$ cat config.mk
export PLATFORM = sky130hd
export DESIGN_NAME = mac_text_to_wake_packet_top_flat
export DESIGN_NICKNAME = d
export VERILOG_FILES = /design/src/rtl/mtw_pkg.sv /design/src/rtl/mtw_char_if.sv /design/src/rtl/mtw_word_if.sv /design/src/rtl/mtw_ctrl.sv /design/src/rtl/mtw_datapath.sv /design/src/rtl/mac_text_to_wake_packet_top.sv /design/src/flat_wrapper.sv
export SDC_FILE = /design/constraint.sdc
export NUM_CORES = 1
export LEC_CHECK = 0
export BUFFER_PORTS_ARGS = -buffer_cell sky130_fd_sc_hd__buf_2
export CAP_MARGIN = 15
export CORE_MARGIN = 3
export CORE_UTILIZATION = 53
export DETAILED_ROUTE_END_ITERATION = 6
export GPL_TIMING_DRIVEN = 0
export PLACE_DENSITY = 0.86
export SLEW_MARGIN = 20
export SYNTH_ARGS = -nofsm -noshare
export SYNTH_HDL_FRONTEND = slang
export SYNTH_SLANG_ARGS = --single-unit
$ cat constraint.sdc
create_clock -name clk_i -period 2.6 [get_ports clk_i]
set_input_delay 0.78 -clock clk_i [delete_from_list [all_inputs] [get_ports clk_i]]
set_output_delay 0.78 -clock clk_i [all_outputs]
set_load 0.05 [all_outputs]
$ cat src/rtl/mtw_pkg.sv
package mtw_pkg;

  typedef enum logic [1:0] {
    ST_PARSE,
    ST_ERROR,
    ST_SEND
  } ctrl_state_e;

  typedef enum logic [1:0] {
    PH_HIGH,
    PH_LOW,
    PH_COLON,
    PH_DONE
  } phase_e;

  localparam logic [1:0] STATUS_OK       = 2'd0;
  localparam logic [1:0] STATUS_BAD_CHAR = 2'd1;
  localparam logic [1:0] STATUS_SHORT    = 2'd2;

  localparam int unsigned ADDR_LEN   = 6;
  localparam int unsigned SYNC_WORDS = 3;
  localparam int unsigned ADDR_WORDS = 3;

  localparam logic [15:0] SYNC_WORD  = 16'hffff;
  localparam logic [7:0]  CHAR_END   = 8'h00;
  localparam logic [7:0]  CHAR_COLON = 8'h3a;

  typedef struct packed {
    logic parse;      // non-terminating character accepted
    logic finish;     // terminating character accepted
    logic load_err;   // load error result into output register
    logic load_word;  // load next packet word into output register
  } ctrl_cmd_t;

  typedef struct packed {
    logic char_zero;
    logic fail;
    logic last_word;
    logic out_free;
  } dp_status_t;

endpackage

$ cat src/rtl/mtw_char_if.sv
interface mtw_char_if;
  logic       valid;
  logic       ready;
  logic [7:0] char_code;

  modport source (output valid, output char_code, input ready);
  modport sink   (input valid, input char_code, output ready);
endinterface

$ cat src/rtl/mtw_word_if.sv
interface mtw_word_if;
  logic        valid;
  logic        ready;
  logic [15:0] packet_word;
  logic        last_word;
  logic [1:0]  status;

  modport source (output valid, output packet_word, output last_word, output status,
                  input ready);
  modport sink   (input valid, input packet_word, input last_word, input status,
                  output ready);
endinterface

$ cat src/rtl/mtw_ctrl.sv
module mtw_ctrl (
  input  logic               clk_i,
  input  logic               rst_ni,
  input  logic               in_valid_i,
  output logic               in_ready_o,
  input  mtw_pkg::dp_status_t status_i,
  output mtw_pkg::ctrl_cmd_t  cmd_o
);

  mtw_pkg::ctrl_state_e state_q, state_d;

  always_ff @(posedge clk_i or negedge rst_ni) begin
    if (!rst_ni) begin
      state_q <= mtw_pkg::ST_PARSE;
    end else begin
      state_q <= state_d;
    end
  end

  always_comb begin
    state_d = state_q;
    case (state_q)
      mtw_pkg::ST_PARSE: begin
        if (in_valid_i && status_i.char_zero) begin
          state_d = status_i.fail ? mtw_pkg::ST_ERROR : mtw_pkg::ST_SEND;
        end
      end
      mtw_pkg::ST_ERROR: begin
        if (status_i.out_free) begin
          state_d = mtw_pkg::ST_PARSE;
        end
      end
      mtw_pkg::ST_SEND: begin
        if (status_i.out_free && status_i.last_word) begin
          state_d = mtw_pkg::ST_PARSE;
        end
      end
      default: state_d = mtw_pkg::ST_PARSE;
    endcase
  end

  always_comb begin
    in_ready_o       = 1'b0;
    cmd_o            = '0;
    case (state_q)
      mtw_pkg::ST_PARSE: begin
        in_ready_o   = 1'b1;
        cmd_o.parse  = in_valid_i && !status_i.char_zero;
        cmd_o.finish = in_valid_i && status_i.char_zero;
      end
      mtw_pkg::ST_ERROR: begin
        cmd_o.load_err = status_i.out_free;
      end
      mtw_pkg::ST_SEND: begin
        cmd_o.load_word = status_i.out_free;
      end
      default: begin
        in_ready_o = 1'b0;
      end
    endcase
  end

endmodule

$ cat src/rtl/mtw_datapath.sv
module mtw_datapath #(
  parameter int unsigned REPEATS = 16
) (
  input  logic               clk_i,
  input  logic               rst_ni,
  input  logic [7:0]         char_code_i,
  input  mtw_pkg::ctrl_cmd_t  cmd_i,
  output mtw_pkg::dp_status_t status_o,
  output logic               out_valid_o,
  input  logic               out_ready_i,
  output logic [15:0]        packet_word_o,
  output logic               last_word_o,
  output logic [1:0]         status_code_o
);

  localparam int unsigned NWORDS = mtw_pkg::SYNC_WORDS + mtw_pkg::ADDR_WORDS * REPEATS;
  localparam int unsigned CW     = $clog2(NWORDS);

  function automatic logic [4:0] hex_decode(input logic [7:0] ch);
    logic [4:0] res;
    res = '0;
    if (ch inside {[8'h30:8'h39]}) begin
      res = {1'b1, 4'(ch - 8'h30)};
    end else if (ch inside {[8'h61:8'h66]}) begin
      res = {1'b1, 4'(ch - 8'h57)};
    end else if (ch inside {[8'h41:8'h46]}) begin
      res = {1'b1, 4'(ch - 8'h37)};
    end
    return res;
  endfunction

  mtw_pkg::phase_e phase_q, phase_d;
  logic [3:0]  nib_q, nib_d;
  logic [2:0]  count_q, count_d;
  logic        bad_q, bad_d;
  logic [1:0]  err_q;
  logic [CW-1:0] cnt_q;
  logic [1:0]  pair_q;
  logic [15:0] addr_q [mtw_pkg::ADDR_WORDS];

  logic        out_valid_q;
  logic [15:0] out_word_q;
  logic        out_last_q;
  logic [1:0]  out_status_q;

  logic [4:0]  hex;
  logic        is_colon;
  logic        start_byte;
  logic        wr_en;
  logic [7:0]  wr_val;
  logic [2:0]  count_after;
  logic        is_last;
  logic        is_sync;

  assign hex      = hex_decode(char_code_i);
  assign is_colon = (char_code_i == mtw_pkg::CHAR_COLON);

  always_comb begin
    phase_d    = phase_q;
    nib_d      = nib_q;
    count_d    = count_q;
    bad_d      = bad_q;
    wr_en      = 1'b0;
    wr_val     = '0;
    start_byte = 1'b0;
    if (cmd_i.finish) begin
      if (phase_q == mtw_pkg::PH_LOW && !bad_q) begin
        wr_en  = 1'b1;
        wr_val = {4'h0, nib_q};
      end
      phase_d = mtw_pkg::PH_HIGH;
      nib_d   = '0;
      count_d = '0;
      bad_d   = 1'b0;
    end else if (cmd_i.parse && !bad_q && phase_q != mtw_pkg::PH_DONE) begin
      case (phase_q)
        mtw_pkg::PH_LOW: begin
          if (hex[4]) begin
            wr_en  = 1'b1;
            wr_val = {nib_q, hex[3:0]};
          end else if (is_colon) begin
            wr_en  = 1'b1;
            wr_val = {4'h0, nib_q};
          end else begin
            bad_d = 1'b1;
          end
        end
        mtw_pkg::PH_COLON: begin
          if (is_colon) begin
            phase_d = mtw_pkg::PH_HIGH;
          end else begin
            start_byte = 1'b1;
          end
        end
        default: start_byte = 1'b1;
      endcase
      if (start_byte) begin
        if (hex[4]) begin
          nib_d   = hex[3:0];
          phase_d = mtw_pkg::PH_LOW;
        end else begin
          bad_d = 1'b1;
        end
      end
      if (wr_en) begin
        count_d = count_q + 3'd1;
        phase_d = (count_q == 3'(mtw_pkg::ADDR_LEN - 1)) ? mtw_pkg::PH_DONE
                                                          : mtw_pkg::PH_COLON;
      end
    end
  end

  always_ff @(posedge clk_i or negedge rst_ni) begin
    if (!rst_ni) begin
      phase_q <= mtw_pkg::PH_HIGH;
      nib_q   <= '0;
      count_q <= '0;
      bad_q   <= 1'b0;
    end else begin
      phase_q <= phase_d;
      nib_q   <= nib_d;
      count_q <= count_d;
      bad_q   <= bad_d;
    end
  end

  // address bytes, packed two per word in packet order
  always_ff @(posedge clk_i) begin
    if (wr_en) begin
      if (!count_q[0]) begin
        addr_q[count_q[2:1]][15:8] <= wr_val;
      end else begin
        addr_q[count_q[2:1]][7:0] <= wr_val;
      end
    end
  end

  assign count_after = count_q + {2'b00, (phase_q == mtw_pkg::PH_LOW) && !bad_q};
  assign is_last     = (cnt_q == CW'(NWORDS - 1));
  assign is_sync     = (cnt_q < CW'(mtw_pkg::SYNC_WORDS));

  always_ff @(posedge clk_i or negedge rst_ni) begin
    if (!rst_ni) begin
      err_q  <= mtw_pkg::STATUS_OK;
      cnt_q  <= '0;
      pair_q <= '0;
    end else if (cmd_i.finish) begin
      err_q  <= bad_q ? mtw_pkg::STATUS_BAD_CHAR : mtw_pkg::STATUS_SHORT;
      cnt_q  <= '0;
      pair_q <= '0;
    end else if (cmd_i.load_word) begin
      cnt_q <= cnt_q + CW'(1);
      if (!is_sync) begin
        pair_q <= (pair_q == 2'(mtw_pkg::ADDR_WORDS - 1)) ? 2'd0 : pair_q + 2'd1;
      end
    end
  end

  always_ff @(posedge clk_i or negedge rst_ni) begin
    if (!rst_ni) begin
      out_valid_q <= 1'b0;
    end else if (cmd_i.load_err || cmd_i.load_word) begin
      out_valid_q <= 1'b1;
    end else if (out_ready_i) begin
      out_valid_q <= 1'b0;
    end
  end

  always_ff @(posedge clk_i) begin
    if (cmd_i.load_err) begin
      out_word_q   <= '0;
      out_last_q   <= 1'b1;
      out_status_q <= err_q;
    end else if (cmd_i.load_word) begin
      out_word_q   <= is_sync ? mtw_pkg::SYNC_WORD : addr_q[pair_q];
      out_last_q   <= is_last;
      out_status_q <= mtw_pkg::STATUS_OK;
    end
  end

  assign status_o.char_zero = (char_code_i == mtw_pkg::CHAR_END);
  assign status_o.fail      = bad_q || (count_after != 3'(mtw_pkg::ADDR_LEN));
  assign status_o.last_word = is_last;
  assign status_o.out_free  = !out_valid_q || out_ready_i;

  assign out_valid_o   = out_valid_q;
  assign packet_word_o = out_word_q;
  assign last_word_o   = out_last_q;
  assign status_code_o = out_status_q;

  a_count_range: assert property (@(posedge clk_i) disable iff (!rst_ni)
    count_q <= 3'(mtw_pkg::ADDR_LEN))
    else $error("byte count out of range");

  a_done_full: assert property (@(posedge clk_i) disable iff (!rst_ni)
    phase_q == mtw_pkg::PH_DONE |-> count_q == 3'(mtw_pkg::ADDR_LEN))
    else $error("done phase without six bytes");

  a_err_single: assert property (@(posedge clk_i) disable iff (!rst_ni)
    out_valid_q && out_status_q != mtw_pkg::STATUS_OK |-> out_last_q && out_word_q == '0)
    else $error("error result not a single zero word");

  a_no_overlap: assert property (@(posedge clk_i) disable iff (!rst_ni)
    !((cmd_i.load_err || cmd_i.load_word) && (cmd_i.parse || cmd_i.finish)))
    else $error("parse and output load in the same cycle");

endmodule

$ cat src/rtl/mac_text_to_wake_packet_top.sv
// After the terminating character is accepted, the send or error state loads
// the first result word into the output register. Throughput: one character
// per cycle while parsing; the terminating character is followed by 3 + 3*REPEATS
// words (51 at REPEATS=16) or one error word, one per cycle unless the output
// stalls, during which no input is taken. The single output register sets this.
// Reset clears parse state and output valid; address bytes are kept.
module mac_text_to_wake_packet_top #(
  parameter int unsigned REPEATS = 16
) (
  input  logic              clk_i,
  input  logic              rst_ni,
  mtw_char_if.sink          char_i,
  mtw_word_if.source        word_o
);

  mtw_pkg::ctrl_cmd_t  cmd;
  mtw_pkg::dp_status_t status;

  mtw_ctrl u_ctrl (
    .clk_i      (clk_i),
    .rst_ni     (rst_ni),
    .in_valid_i (char_i.valid),
    .in_ready_o (char_i.ready),
    .status_i   (status),
    .cmd_o      (cmd)
  );

  mtw_datapath #(
    .REPEATS (REPEATS)
  ) u_datapath (
    .clk_i         (clk_i),
    .rst_ni        (rst_ni),
    .char_code_i   (char_i.char_code),
    .cmd_i         (cmd),
    .status_o      (status),
    .out_valid_o   (word_o.valid),
    .out_ready_i   (word_o.ready),
    .packet_word_o (word_o.packet_word),
    .last_word_o   (word_o.last_word),
    .status_code_o (word_o.status)
  );

endmodule
$ cat src/flat_wrapper.sv
// flat-port wrapper written by rule: the top's interface ports become plain ports
module mac_text_to_wake_packet_top_flat 
#(
  parameter int unsigned REPEATS = 16
)
  (clk_i, rst_ni, char_i_valid, char_i_char_code, char_i_ready, word_o_valid, word_o_packet_word, word_o_last_word, word_o_status, word_o_ready);
  mtw_char_if char_i_i ();
  mtw_word_if word_o_i ();
  input  logic clk_i;
  input  logic rst_ni;
  input wire logic [$bits(char_i_i.valid)-1:0] char_i_valid;
  input wire logic [$bits(char_i_i.char_code)-1:0] char_i_char_code;
  output wire logic [$bits(char_i_i.ready)-1:0] char_i_ready;
  output wire logic [$bits(word_o_i.valid)-1:0] word_o_valid;
  output wire logic [$bits(word_o_i.packet_word)-1:0] word_o_packet_word;
  output wire logic [$bits(word_o_i.last_word)-1:0] word_o_last_word;
  output wire logic [$bits(word_o_i.status)-1:0] word_o_status;
  input wire logic [$bits(word_o_i.ready)-1:0] word_o_ready;
  assign char_i_i.valid = char_i_valid;
  assign char_i_i.char_code = char_i_char_code;
  assign char_i_ready = char_i_i.ready;
  assign word_o_valid = word_o_i.valid;
  assign word_o_packet_word = word_o_i.packet_word;
  assign word_o_last_word = word_o_i.last_word;
  assign word_o_status = word_o_i.status;
  assign word_o_i.ready = word_o_ready;
  mac_text_to_wake_packet_top #(.REPEATS(REPEATS)) u_core (.clk_i(clk_i), .rst_ni(rst_ni), .char_i(char_i_i), .word_o(word_o_i));
endmodule
==> results.toml, run 1 <==
[status]
status = "finished with violations"
violations = "negative setup slack"

[layout]
area_delta_synth_final_pct = 20.1
multi_input_area_um2 = 1650
fin_nets = 407
final_common_cell = "edfxtp_1"
area.sequential_um2 = 2420
drive_above_1_share_pct = 29.5
final_cell_mix = "edfxtp_1, buf_2, a21oi_1, dfrtp_1, o21ai_0"
instances_no_fill = 489
n_antenna_cell = 0
fillerInstances = 505

[critical_path]
r2r_slack_ps = 220
r2r_cells = 7
crit_type = "input port to register"
worst_r2r_startpoint = "u_core.u_datapath.bad_q$_DFFE_PN0P_"
reg2reg_to = "u_core.u_datapath.addr_q[1][11]$_DFFE_PP_"
worstSetupStartpointType = "input port"
cp_max_fo = 6
worstPathArrival_ps = 2670
required_ps = 2650
crit_path_end_kind = "register"

[logic_synthesis]
yosys.area_share.simple_pct = 12.9
ys.warnings.count = 0
postSynthAreaPerCell_um2 = 12.5
seq_area_frac_synth_pct = 59.5
netlist_area_um2 = 4060
synthCells = 324
syn_nets = 346
synth_cell_types = 62
async_reset_ff_share_pct = 25.6
synth_seq_cells = 90
synth_mux_area_share_pct = 9.12
synth_adder_area_share_pct = 3.33
synth-xor-area-share_pct = 1.72
synth_top_family_by_area = "simple AND/OR/NAND/NOR gates"
postSynth.topFlopCell = "edfxtp_1"
synth_edf_count = 50
synth-compound-area-share_pct = 10.8

[floorplan]
dieArea_um2 = 8750
die_h_um = 93.6
die_w_um = 93.6
start_util_pct = 55.4
rows = 31
io_pins = 33
fp.coreArea_um2 = 7330

[clock_network]
cts_buffer_depth = 2
clkSinkCount = 90
path_clk_slew_ps = 90
htree_levels = 3
root_buffer = "clkbuf_8"
clock_latency_ps = 370
cts_tree = "done"
cts_buffers = 9

[drt]
viasPerCell = 5.72
post_drt_wl_per_cell_um = 17.8
num_vias = 2799
dr.pass1.iters = 5
routed_wl_mm = 8.69
first_iter_violations = 159
ant_nets = 0
drc = 0

[placement]
dp.cells = 454
place_ws_ps = -679
io_buffers = 31
dpl.hpwl_mm = 5.64
routabilityCongestion = 0.784

[global_route]
grt_max_degree = 24
grt_overflow = 0
grt.met3_usage_pct = 2.74
grt.total_usage_pct = 20.5
busiest_layer = "met2"
use_met1_pct = 25.6
grt_pass1_wl_mm = 13.5
antenna_found_initial = 0
grt_pass1_vias = 2788
grt_use_met2_pct = 33.7

[timing]
timing.hold.ws_ps = 403
slew_viol_final = 0
post-route-min-period_ps = 2620
fin_worst_skew_ps = 10.7
rsz0062_at_grt = "true"
fin_crit_sh_pct = 101
hold_viol_final = 0
tns_ps = -112
tightest_slew_ps = 897
setup_viol = 6
worst_slack_ps = -19.9
slew_headroom_pct = 40.2
max_freq_ghz = 0.382

[run]
cap_violations = 0

[power]
cellPowerDensity_nw_per_um2 = 570
power.total_mw = 2.78
vdd_drop_max_mv = 0.287
p_leak_nw = 1.99

[hold_path]
min_path_type = "input port to async pin"
-- critical path, cell delays in order --
cell      delay, ps
clkbuf_4        160
inv_6            40
ha_4            160
nor4b_4         130
buf_4           130
buf_4           130
a21oi_1         240
nand2_1         170
nor3_1          730
-- routing by layer --
layer / up-vias / part of all wire, %
met4: 0 / 2.6
met2: 105 / 51
li1: 1326 / -
met5: - / 0
met3: 20 / 5.7
met1: 1348 / 40
-- timing repair --
| item | CTS | global route |
|---|---|---|
| endpoints found under the hold margin | 0 | 0 |
| endpoints found under the setup margin | 54 | 52 |
| buffers inserted | 12 | 7 |
| pin swaps | 7 | 4 |
| gates resized for setup | 1 | 5 |
| hold buffers | 0 | 0 |
-- final cells by class --
type                       instances  share of cell area [%]
tap                               99                    2.54
inverter                          10                    1.13
sequential                        90                    49.5
buffer                            15                    1.54
timing repair buffer              50                    6.54
clock buffer                      11                    3.56
clock inverter                     5                    1.31
multi-input combinational        209                    33.9
-- worst max-delay path by stage --
stage                                           endpoint  depth (start not counted)  slack [ps]           startpoint
2_1_floorplan   u_core.u_datapath.addr_q[0][0]$_DFFE_PP_                          8        -110  char_i_char_code[1]
3_3_place_gp   u_core.u_datapath.addr_q[2][15]$_DFFE_PP_                          9        -590  char_i_char_code[1]
3_5_place_dp   u_core.u_datapath.addr_q[2][14]$_DFFE_PP_                          9        -680  char_i_char_code[1]
4_1_cts        u_core.u_datapath.addr_q[2][14]$_DFFE_PP_                         11          20  char_i_char_code[0]
5_1_grt        u_core.u_datapath.addr_q[2][14]$_DFFE_PP_                          9         -70  char_i_char_code[0]
6_report        u_core.u_datapath.addr_q[2][6]$_DFFE_PP_                          9         -20  char_i_char_code[0]
-- state kept, by name, summed over array words and instances, names as in the netlist --
signal / count
u_core.u_datapath.cnt_q: 6
u_core.u_datapath.pair_q: 2
u_core.u_datapath.addr_q: 48
u_core.u_datapath.nib_q: 4
u_core.u_ctrl.state_q: 2
u_core.u_datapath.phase_q: 2
u_core.u_datapath.packet_word_o: 16
u_core.u_datapath.last_word_o: 1
u_core.u_datapath.out_valid_o: 1
u_core.u_datapath.count_q: 3
u_core.u_datapath.status_code_o: 2
u_core.u_datapath.err_q: 2
u_core.u_datapath.bad_q: 1
-- power breakdown --
part / leakage, nW / internal (mW) / switching, mW
registers: 0.978 / 1.52 / 0.0430
clock network: 0.117 / 0.569 / 0.521
logic: 0.900 / 0.0584 / 0.0733
total: 1.99 / 2.14 / 0.637
-- metrics by stage --
step	utilization (%)	area, um2
after global placement	60.9	4460
after global routing	66.6	4880
after floorplan	-	4190
after detailed placement	60.9	4460
after CTS	65.6	4810
final	66.6	4880
-- synthesized netlist by cell type (4+ instances only) --
library cell   n  area share [%]
dfxtp_1       17             8.4
nand3_1        6            0.74
nand2_1       17             1.6
nor2_1        18             1.7
xor2_1         5             1.1
mux2_2        16             4.4
ha_1          10             3.1
dfrtp_1       23              14
edfxtp_1      50              37
inv_1         10            0.92
nor4b_1        4            0.86
a21oi_1       27             3.3
mux2i_1       19             4.7
nand4_1        5            0.77
clkbuf_1       8            0.74
nor3_1         4            0.49
o21ai_0       22             2.7
-- cell families after synthesis --
family / after synthesis
compound gates: 68
xor+xnor: 8
fa+ha+maj: 11
buf+inv: 25
flops: 90
mux: 35
simple gates: 87
(Power assumes the default switching activity.)
==> run 2, diff against run 1 <==
--- a/config.mk
+++ b/config.mk
@@ -8,10 +8,10 @@
 export BUFFER_PORTS_ARGS = -buffer_cell sky130_fd_sc_hd__buf_2
 export CAP_MARGIN = 15
 export CORE_MARGIN = 3
-export CORE_UTILIZATION = 53
+export CORE_UTILIZATION = 60
 export DETAILED_ROUTE_END_ITERATION = 6
 export GPL_TIMING_DRIVEN = 0
-export PLACE_DENSITY = 0.86
+export PLACE_DENSITY = 0.91
 export SLEW_MARGIN = 20
 export SYNTH_ARGS = -nofsm -noshare
 export SYNTH_HDL_FRONTEND = slang
==> constraint.sdc (replaced) <==
create_clock -name clk_i -period 3.1 [get_ports clk_i]
set_input_delay 0.93 -clock clk_i [delete_from_list [all_inputs] [get_ports clk_i]]
set_output_delay 0.93 -clock clk_i [all_outputs]
set_load 0.05 [all_outputs]
==> run 2 against run 1 <==
Compared with the run above: the run now ends clean; via count rose by 4.8%; first-iteration DRC count is 25% higher; global-route usage increased by 4.8 points; clock skew is 0.71 ps lower; non-clock buffer count fell by 9; critical path depth up 1; total power is 14% lower; utilization increased by 6.6 points; sequential share of layout area increased by 1.6 points; sequential cell count unchanged; critical path type unchanged; largest cell class unchanged.
==> results.toml, run 2 (synthesis results as in run 1) <==
[status]
status = "completed"

[global_route]
grt_max_degree = 24
grt_overflow = 0
grt_pass1_wl_mm = 14.7
antenna_found_initial = 0
grt.total_usage_pct = 25.3
grt_pass1_vias = 2895

[critical_path]
worstPathArrival_ps = 3130
path_cells = "buf_2 > inv_1 > ha_2 > nor4b_4 > and4_1 > clkbuf_4 > nand2_1 > and2_4 > nor4_4 > buf_6"
cp_max_fo = 10
required_ps = 3180
worstSetupStartpointType = "input port"
cpPeakStageDelay_ps = 410
worst_r2r_startpoint = "u_core.u_datapath.bad_q$_DFFE_PN0P_"
r2r_cells = 6
path_delay_family = "simple AND/OR/NAND/NOR gates"
path_buf_inv = 4
slowest_stage = "nor4_4"
r2r_slack_ps = 640
reg2reg_to = "u_core.u_datapath.addr_q[0][10]$_DFFE_PP_"
crit_type = "input port to register"
crit_path_end_kind = "register"

[layout]
drive_above_1_share_pct = 26.0
n_antenna_cell = 0
instances_no_fill = 458
final_common_cell = "edfxtp_1"
area_delta_synth_final_pct = 16.4
largest_reg_flops = 48
utilization_pct = 73.2
stdcell_area_um2 = 4730
area.sequential_um2 = 2420
fin_nets = 398
fillerInstances = 383
final_cell_mix = "edfxtp_1, buf_2, a21oi_1, dfrtp_1, o21ai_0"
multi_input_area_um2 = 1620

[timing]
tns_ps = 0
slew_viol_final = 0
fin_crit_sh_pct = 98.4
max_freq_ghz = 0.328
post-route-min-period_ps = 3050
fin_worst_skew_ps = 10.0
setup_viol = 0
hold_viol_final = 0
slew_headroom_pct = 42.3
tightest_slew_ps = 865

[clock_network]
holdBufCountCts = 0
path_clk_slew_ps = 90
cts_tree = "done"
htree_levels = 3
clock_latency_ps = 360
clkSinkCount = 90
cts_buffers = 9
root_buffer = "clkbuf_8"
cts_buffer_depth = 2

[hold_path]
holdPathStages = 2
hold_end = "u_core.u_datapath.last_word_o$_SDFFE_PP1P_"
hp-start = "u_core.u_datapath.last_word_o$_SDFFE_PP1P_"
min_path_type = "register to register"

[power]
vdd_drop_max_mv = 0.323
p_leak_nw = 1.92
cellPowerDensity_nw_per_um2 = 503

[drt]
viasPerCell = 6.40
num_vias = 2932
routed_wl_mm = 9.47
ant_nets = 0
drc = 0
dr.pass1.iters = 5
post_drt_wl_per_cell_um = 20.7
first_iter_violations = 198

[placement]
dpl.hpwl_mm = 5.95
place_area_um2 = 4360
routabilityCongestion = 0.800
io_buffers = 31
dp.cells = 434

[floorplan]
start_util_pct = 62.9
fp.coreArea_um2 = 6460
io_pins = 33
rows = 29
dieArea_um2 = 7790
die_w_um = 88.3
die_h_um = 88.3

[run]
cap_violations = 0
-- run 2: cell count changes in the layout (fill, tap and decap cells not counted), moves of 2 or more --
cell	previous run	this run
buf_2	31	34
buf_4	18	7
bufinv_16	1	3
clkbuf_16	2	0
clkinv_1	0	2
inv_1	8	10
-- run 2: per-stage QoR --
stage / hold WS (ps) / setup slack (ps) / power [mW]
3_5_place_dp: 481 / -732 / 1.43
6_report: 493 / 49.2 / 2.38
5_1_grt: 525 / -63.4 / 2.45
3_3_place_gp: 466 / -1100 / 1.42
4_1_cts: 496 / -2.49 / 2.36
2_1_floorplan: 450 / -280 / 1.39
-- run 2: worst min-delay path: cells and delay by family, from the launching register on --
family,cells,cell delay (ps)
flops,1,320
simple gates,1,50
compound gates,1,70
-- run 2: worst max-delay path by stage --
stage,from,endpoint,slack [ps],cells past startpoint
floorplan,char_i_char_code[0],u_core.u_datapath.addr_q[0][10]$_DFFE_PP_,-280,8
global placement,char_i_char_code[0],u_core.u_datapath.addr_q[0][11]$_DFFE_PP_,-1100,9
detailed placement,char_i_char_code[0],u_core.u_datapath.addr_q[0][5]$_DFFE_PP_,-730,9
CTS,char_i_char_code[0],u_core.u_datapath.addr_q[1][8]$_DFFE_PP_,-2,10
global route,char_i_char_code[0],u_core.u_datapath.addr_q[0][8]$_DFFE_PP_,-60,10
finish,char_i_char_code[0],u_core.u_datapath.addr_q[0][10]$_DFFE_PP_,50,10
-- run 2: layout make-up --
class | count | share of cell area, %
sequential | 90 | 51.1
multi-input combinational | 209 | 34.3
timing repair buffer | 41 | 5.16
clock buffer | 9 | 2.62
clock inverter | 7 | 2.43
tap | 77 | 2.04
buffer | 15 | 1.51
inverter | 10 | 0.794
-- run 2: what timing repair did --
item                                    4_1_cts  5_1_grt
endpoints found under the setup margin       30       49
buffers inserted                              4        4
pin swaps                                     3        2
resized for setup                             5        7
-- run 2: report_power, final --
| part | switching (mW) | leakage (nW) | internal (mW) |
|---|---|---|---|
| Clock | 0.427 | 0.119 | 0.536 |
| Combinational | 0.0632 | 0.826 | 0.0454 |
| Sequential | 0.0370 | 0.978 | 1.27 |
-- run 2: routing by layer --
metal / track usage, % / vias to the layer above / wire (um) / part of all wire [%]
met1: 31.9 / 1465 / 3850 / 41
met3: 5.59 / 20 / 536 / 5.7
met4: 10.0 / 0 / 189 / 2.0
li1: - / 1312 / - / -
met5: 0 / - / 0 / 0
met2: 42.8 / 135 / 4900 / 52
